File: src/rtl/ahdlc_pkg.sv
package ahdlc_pkg;

   localparam logic [7:0]  EscByte  = 8'h7D;
   localparam logic [7:0]  FlagByte = 8'h7E;
   localparam logic [7:0]  XorMask  = 8'h20;
   localparam logic [15:0] CrcSeed  = 16'hFFFF;
   localparam logic [15:0] CrcPoly  = 16'h8408;

   // worst case per transaction: escaped byte, two escaped fcs bytes, flag
   localparam int MaxSlots = 7;
   localparam int SlotIdxW = $clog2(MaxSlots + 1);

   typedef logic [SlotIdxW-1:0] slot_idx_type;

   typedef struct packed {
      logic [MaxSlots-1:0][7:0] slots;
      slot_idx_type             count;
   } frame_slots_type;

   // reflected crc-16-ccitt, one byte, lsb first
   function automatic logic [15:0] crc_advance(input logic [15:0] crc, input logic [7:0] b);
      logic [15:0] c;
      c = crc ^ {8'h00, b};
      for (int k = 0; k < 8; k++) begin
         if (c[0]) begin
            c = (c >> 1) ^ CrcPoly;
         end else begin
            c = c >> 1;
         end
      end
      return c;
   endfunction

   function automatic logic needs_escape(input logic [7:0] b);
      return (b == EscByte) || (b == FlagByte);
   endfunction

endpackage

File: src/rtl/ahdlc_expand.sv
module ahdlc_expand (
   input  logic [7:0]                payload_byte,
   input  logic                      end_of_packet,
   input  logic [15:0]               crc,
   output logic [15:0]               crc_next,
   output ahdlc_pkg::frame_slots_type frame
);
   import ahdlc_pkg::*;

   logic [15:0]  crc_mid;
   logic [15:0]  fcs;
   logic [7:0]   fcs_lo;
   logic [7:0]   fcs_hi;
   logic         esc_data;
   logic         esc_lo;
   logic         esc_hi;
   slot_idx_type pos_lo;
   slot_idx_type pos_hi;
   slot_idx_type pos_flag;

   assign crc_mid  = crc_advance(crc, payload_byte);
   assign fcs      = crc_mid ^ CrcSeed;
   assign fcs_lo   = fcs[7:0];
   assign fcs_hi   = fcs[15:8];
   assign esc_data = needs_escape(payload_byte);
   assign esc_lo   = needs_escape(fcs_lo);
   assign esc_hi   = needs_escape(fcs_hi);
   assign crc_next = end_of_packet ? CrcSeed : crc_mid;

   // start slot of each trailer piece
   assign pos_lo   = esc_data ? SlotIdxW'(2) : SlotIdxW'(1);
   assign pos_hi   = SlotIdxW'(pos_lo + (esc_lo ? SlotIdxW'(2) : SlotIdxW'(1)));
   assign pos_flag = SlotIdxW'(pos_hi + (esc_hi ? SlotIdxW'(2) : SlotIdxW'(1)));

   always_comb begin
      frame.slots = '0;
      if (esc_data) begin
         frame.slots[0] = EscByte;
         frame.slots[1] = payload_byte ^ XorMask;
      end else begin
         frame.slots[0] = payload_byte;
      end
      if (end_of_packet) begin
         if (esc_lo) begin
            frame.slots[pos_lo]                        = EscByte;
            frame.slots[SlotIdxW'(pos_lo + SlotIdxW'(1))] = fcs_lo ^ XorMask;
         end else begin
            frame.slots[pos_lo] = fcs_lo;
         end
         if (esc_hi) begin
            frame.slots[pos_hi]                        = EscByte;
            frame.slots[SlotIdxW'(pos_hi + SlotIdxW'(1))] = fcs_hi ^ XorMask;
         end else begin
            frame.slots[pos_hi] = fcs_hi;
         end
         frame.slots[pos_flag] = FlagByte;
         frame.count = SlotIdxW'(pos_flag + SlotIdxW'(1));
      end else begin
         frame.count = pos_lo;
      end
   end

endmodule

File: src/rtl/async_hdlc_frame_encoder.sv
// Async HDLC frame encoder: payload bytes enter one per transaction on req_, with req_tlast
// on the final byte of a packet. Each byte is sent on rsp_ as is, or as 0x7D then byte^0x20
// when it equals 0x7D or 0x7E. After the final byte the inverted reflected CRC-16-CCITT
// (seed 0xFFFF, poly 0x8408) follows low byte first, escaped the same way, then a closing
// 0x7E flag marked by rsp_tuser. rsp_tlast marks the last output byte caused by an input byte.
// Rate: an input byte expands to 1 or 2 output bytes when ordinary, 4 to 7 when it is the
// final byte of a packet; these leave one byte per cycle while rsp_tready is high. The
// whole expansion is built combinationally and loaded into a slot register; the next
// transaction is accepted in the same cycle the last slot of the previous one is taken, so
// a stream of unescaped bytes flows at one per cycle while rsp_tready stays high.
module async_hdlc_frame_encoder (
   input  logic       clock,
   input  logic       reset,
   // input byte stream
   input  logic       req_tvalid,
   output logic       req_tready,
   input  logic [7:0] req_tdata,   // [7:0] payload_byte
   input  logic       req_tlast,   // end_of_packet
   // framed line stream
   output logic       rsp_tvalid,
   input  logic       rsp_tready,
   output logic [7:0] rsp_tdata,   // [7:0] line_byte
   output logic       rsp_tlast,   // run_last
   output logic       rsp_tuser    // [0] frame_end
);
   import ahdlc_pkg::*;

   // running crc over the raw payload of the current packet
   logic [15:0]     crc_ff, crc_in;
   logic [15:0]     crc_next;

   // expanded output bytes of the transaction being sent
   frame_slots_type frame_ff, frame_in;
   frame_slots_type frame_new;
   logic            eop_ff, eop_in;
   slot_idx_type    idx_ff, idx_in;
   logic            valid_ff, valid_in;

   logic            req_accept;
   logic            rsp_accept;
   logic            at_last_slot;

   ahdlc_expand u_expand (
      .payload_byte  (req_tdata),
      .end_of_packet (req_tlast),
      .crc           (crc_ff),
      .crc_next      (crc_next),
      .frame         (frame_new)
   );

   assign at_last_slot = (idx_ff == SlotIdxW'(frame_ff.count - SlotIdxW'(1)));
   assign rsp_accept   = rsp_tvalid && rsp_tready;
   // free when empty, or when the final slot leaves this cycle
   assign req_tready   = !valid_ff || (rsp_tready && at_last_slot);
   assign req_accept   = req_tvalid && req_tready;

   assign rsp_tvalid = valid_ff;
   assign rsp_tdata  = frame_ff.slots[idx_ff];
   assign rsp_tlast  = at_last_slot;
   assign rsp_tuser  = eop_ff && at_last_slot;

   always_comb begin
      crc_in   = crc_ff;
      frame_in = frame_ff;
      eop_in   = eop_ff;
      idx_in   = idx_ff;
      valid_in = valid_ff;
      if (rsp_accept) begin
         if (at_last_slot) begin
            valid_in = 1'b0;
         end else begin
            idx_in = SlotIdxW'(idx_ff + SlotIdxW'(1));
         end
      end
      if (req_accept) begin
         crc_in   = crc_next;
         frame_in = frame_new;
         eop_in   = req_tlast;
         idx_in   = '0;
         valid_in = 1'b1;
      end
   end

   always_ff @(posedge clock) begin
      if (reset) begin
         crc_ff   <= CrcSeed;
         idx_ff   <= '0;
         valid_ff <= 1'b0;
      end else begin
         crc_ff   <= crc_in;
         idx_ff   <= idx_in;
         valid_ff <= valid_in;
      end
   end

   always_ff @(posedge clock) begin
      frame_ff <= frame_in;
      eop_ff   <= eop_in;
   end

   // checks

   a_idx_in_range: assert property (@(posedge clock) disable iff (reset)
      valid_ff |-> (idx_ff < frame_ff.count))
      else $error("slot index beyond slot count");

   a_reseed_on_eop: assert property (@(posedge clock) disable iff (reset)
      (req_accept && req_tlast) |=> (crc_ff == CrcSeed))
      else $error("crc not reseeded after final byte");

   a_flag_is_last: assert property (@(posedge clock) disable iff (reset)
      (rsp_tvalid && rsp_tuser) |-> (rsp_tlast && rsp_tdata == FlagByte))
      else $error("closing flag not on last slot");

   a_ready_when_empty: assert property (@(posedge clock) disable iff (reset)
      !valid_ff |-> req_tready)
      else $error("input stalled while empty");

endmodule
File: config.mk
export PLATFORM = sky130hd
export DESIGN_NAME = async_hdlc_frame_encoder
export DESIGN_NICKNAME = d
export VERILOG_FILES = /design/src/rtl/ahdlc_pkg.sv /design/src/rtl/ahdlc_expand.sv /design/src/rtl/async_hdlc_frame_encoder.sv
export SDC_FILE = /design/constraint.sdc
export NUM_CORES = 1
export LEC_CHECK = 0
export ABC_AREA = 1
export BUFFER_PORTS_ARGS = -buffer_cell sky130_fd_sc_hd__buf_2
export CAP_MARGIN = 20
export CORE_MARGIN = 1.5
export CORE_UTILIZATION = 55
export CTS_CLUSTER_DIAMETER = 60
export CTS_CLUSTER_SIZE = 30
export DETAILED_ROUTE_END_ITERATION = 16
export PLACE_DENSITY_LB_ADDON = 0.12
export SLEW_MARGIN = 15
export SYNTH_ARGS = -nofsm -noshare
export SYNTH_HDL_FRONTEND = slang
export SYNTH_SLANG_ARGS = --single-unit
export TNS_END_PERCENT = 30
File: constraint.sdc
create_clock -name clock -period 11.3 [get_ports clock]
set_input_delay 2.26 -clock clock [delete_from_list [all_inputs] [get_ports clock]]
set_output_delay 2.26 -clock clock [all_outputs]
set_load 0.02 [all_outputs]
# After elaboration in Yosys (flattened, before gate mapping)
# Index checks and enable logic that the tools add are counted.
# totals
elab_cells	118
inputBits	13
regBits	80
# classes
order_cmp	11
mux	39
bitwise_logic	23
addsub	7
n_eq_ne	7
n_reduce_logical	19
# op_table
cell	n
$bwmux 56	4
$mux 56	4
$mux 16	10
$demux 8 s3	5
$or 42x42->42	2
$mux 8	8
$eq 8x7->1 const B	6
$not 14->14	3
$or 12x42->42	1
$and 14x14->14	2
$bmux 8 s3	1
$lt 3x4->1 const B	6
$not 2->3	8
$not 16->16	1
$xor 16x8->16	1
$ge 3x1->1 const B	5
$and 4x14->14	1
$add 3x1->3 const B	4
$logic_and 1x1->1	9
$add 3x3->3	2
$mux 2	3
$logic_or 1x1->1	4
$not 1->1	4
$reduce_and 2->1	2
7 further kinds	10

# Depth between registers and ports, before layout
# logic_depth
depth_word	33
ltp_mapped	22

# Cells and area by module
# Synthesis repeated with hierarchy kept, for this count alone.
# unflattened
cells_unflattened	880
area_unflattened_um2	6085.8
# by_module_without_submodules
module	area_per_inst_um2	cells_each	instances
async_hdlc_frame_encoder	3159.3	284	1
ahdlc_expand	2926.6	596	1

# Worst setup path before layout
# Ideal clock, no wire load.
# synth_timing
kind	input port to flip-flop
from	in req_tdata[0]
to	reg frame_ff[11] (netlist name), data pin
n_path_buf	0
t_required_ps	11042
stages	20
setup_time_ps	258
arrival_ps	4904
setup_slack_ps	6138
cell_sequence	inv_1 -> nand2_2 -> nand2_2 -> nand2_1 -> nand2_2 -> nand2_1 -> nand2_1 -> nand2_1 -> nor2_4 -> nand2_2 -> ha_1 -> nand2_4 -> fa_1 -> or2_0 -> nand2_1 -> inv_1 -> nor2_1 -> nand3_2 -> nand2_1 -> o21ai_1
# synth_rtl
element	line_no	rtl
start, declared	async_hdlc_frame_encoder.sv:17	input logic [7:0] req_tdata,
end signal, assigned	async_hdlc_frame_encoder.sv:97	frame_ff <= frame_in;
end, declared	async_hdlc_frame_encoder.sv:33	frame_slots_type frame_ff, frame_in;

# Final worst setup path
# layout_timing
from	in req_tdata[1]
to	reg frame_ff[28] (netlist name), data pin
# layout_between
elab_chain_cells	24
# layout_rtl
element
parallel branches: the longest is 23 deep, another holds $xor 16x8->16
$or 42x42->42 (no source line) (*)
# Mark *: on every way between the ends. The select of a mux whose other input is x is not followed.
# A chain may end at the register's enable or synchronous reset.

==> results.ini <==
[critical_path]
crit_type=input pin to flop
critPathArrivalTime_ns=5.92
cp-end-kind=flop
critPathTopFamily=simple AND/OR/NAND/NOR gates
path_cells=buf_2, inv_2, nand2_1, nand2_2, nand2_1, nand2_1, nand2_1, nand2_1, nand2_1, nand2_1, nand2_2, ha_1, nand2_4, fa_1, or2_0, nand2_1, inv_1, nor2_1, nand3_2, nand2_1, nor2_1, a21oi_1
cp_num_buf_inv=3
worstPathRequired_ns=11.49
start_kind=input pin
crit_fanout=14
timing.critical_path.mode_cell=nand2_1
slowest_delay_ns=0.63
slowest_stage=ha_1

[clock_tree]
postCtsSetupBuffers=0
cts_buffers=9
clk_path_buf_depth=2
clk_latency_ns=0.37
htree_levels=3
clk_pin_slew_worst_paths_ns=0.08
root_buffer=clkbuf_8
cts_sinks=80
hold_buffers=0
cts_resized=0
cts_tree=yes

[timing]
relSlewSlack=0.358
fin_skew_ns=0.0168
hold_viol=0
fin_ws_ns=5.57
finalSetupTns_ns=0
maxSlewViolCount=0
finalCritPeriodShare=0.507
fin_crit_ns=5.73
worst_slew_pin_slew_ns=0.963
fmax_ghz=0.174
setup_viol=0
rsz0062_at_grt=false

[route]
totalWireLength_um=13700
antenna_left=0
vias=4441
drt_iter0_markers=533
drc=0
first_pass_iters=5
wl_per_cell_um=17.8
viasPerCell=5.80

[global_routing]
grt-ovfl-total=0
grt_antenna_before_repair=0
first_global_vias=4108
grt_max_degree=78
grt_use_total=0.297
grt_pass1_wl_um=21800

[placement]
numPortBuffers=24
gp_congestion=0.997
hpwl_um=9910
preCtsSetupSlack_ns=5.27

[pwr]
power.switching_uw=227
leakage_nw=2.40
p_comb_frac=0.194
cellPowerDensity_mw_per_mm2=133
switching_share=0.321
seqPwrFrac=0.488
clkPwrFrac=0.319
intPower_uw=479
vdd_drop_max_mv=0.0799

[floorplanning]
initial_core_util=0.565
die_x_um=97.7
core_area_mm2=0.00872
pin_count=25
rows=34
die_h_um=97.7
die-area_mm2=0.00954

[layout]
syn_to_final_growth_pct=7.61
n_antenna_cell=0
nFillCells=797
layout-drive-gt1-share=0.132
final_common_cell=nand2_1
layout_common_cells=175 x nand2_1, 82 x nor2_1, 61 x inv_1
finalNetCount=674

[synth]
yosysSeqAreaShare=0.447
ys.flop_type=edfxtp_1
synth_edf_count=60
syn_inst=641
ys_types=42
yosysTopAreaCell=edfxtp_1
synth_seq_cells=80
yosysTopAreaCellShare=0.365
yosys_warnings=0
syn-cell-area_mm2=0.00493
syn_nets=662
syn_avg_cell_area_um2=7.69
synth_area_leaders=edfxtp_1 37%, nand2_1 13%, dfxtp_1 8.1%
async_flop_share=0

[worst_hold_path]
hold_path.class=flop to flop

[outcome]
outcome=complete, no violations

[job]
drv_cap=0

Yosys cell counts, types with 2 or more instances:
cell and n:
nand3_4 3, nor2_4 2, nand4_1 2, inv_1 61, nor2_1 82, xnor2_1 5, o21ai_1 3, buf_2 7
edfxtp_1 60, nand3_2 3, nand2_2 16, a21oi_1 17, inv_2 7, a31oi_1 16, nor2_2 2, nand3_1 50
nand2_1 175, xor2_1 3, ha_1 7, o21ai_0 32, nor3_1 4, inv_4 2, o211ai_1 4, o22ai_1 8
dfxtp_1 20, a32oi_1 14, clkbuf_1 16, nand2_4 4, buf_1 3
sequential cells by signal, indices dropped and copies added (netlist names):
signal	flops
eop_ff	1
rsp_tvalid	1
idx_ff	3
crc_ff	16
frame_ff	59
power groups by stage:
stage	Sequential [mW]	Combinational, mW	Clock (mW)
after floorplan	0.350	0.0937	0
after global placement	0.351	0.132	0
after detailed placement	0.351	0.134	0
after CTS	0.345	0.135	0.226
after global routing	0.347	0.152	0.236
final	0.345	0.137	0.225
stage by stage:
step	power (mW)	std cells	hold WS, ns	util	instance area, um2
finish	0.706	766	0.478	0.608	5310
global route	0.734	766	0.505	0.608	5310
CTS	0.705	765	0.478	0.608	5300
detailed placement	0.485	749	0.463	0.584	5100
global placement	0.483	748	0.454	0.584	5090
floorplan	0.443	641	0.443	-	4930
worst min-delay path, stage by stage (launching register included):
cell and delay (ns):
dfxtp_1 0.32, inv_1 0.07, a32oi_1 0.05
kinds of logic after synthesis:
group,Yosys count,share of synthesized area
and+or+nand+nor,350,0.320
DFF,80,0.447
AOI/OAI and AO/OA,96,0.117
buffers and inverters,98,0.0789
adders and majority gates,8,0.0218
xor gates and xnor gates,8,0.0142
other,1,0.000760
metal layers:
layer  GRT usage  part of all wire  vias up
li1            -                 -     2143
met1       0.417              0.46     2099
met2       0.458              0.46      161
met3      0.0403             0.052       38
met4       0.131             0.035        0
met5           0                 0        -
path summary, 6_finish.rpt:
check | startpoint | endpoint | slack (ns) | cells past startpoint
worst max-delay path | req_tdata[1] | frame_ff[28]$_SDFFCE_PN0P_ | 5.57 | 22
worst min-delay path | crc_ff[10]$_SDFFE_PP1P_ | crc_ff[10]$_SDFFE_PP1P_ | 0.48 | 2
worst max register to register | crc_ff[1]$_SDFFE_PP1P_ | frame_ff[28]$_SDFFCE_PN0P_ | 7.24 | 21
worst min register to register | crc_ff[10]$_SDFFE_PP1P_ | crc_ff[10]$_SDFFE_PP1P_ | 0.48 | 2
cell type report:
type | instances | area [um2] | share of cell area
clock buffer | 9 | 124 | 0.0233
inverter | 71 | 272 | 0.0512
timing repair buffer | 28 | 150 | 0.0283
clock inverter | 7 | 78.8 | 0.0149
sequential | 80 | 2200 | 0.415
tap | 108 | 135 | 0.0255
multi-input combinational | 463 | 2340 | 0.442
No activity file was read; power rests on OpenSTA's default activity.
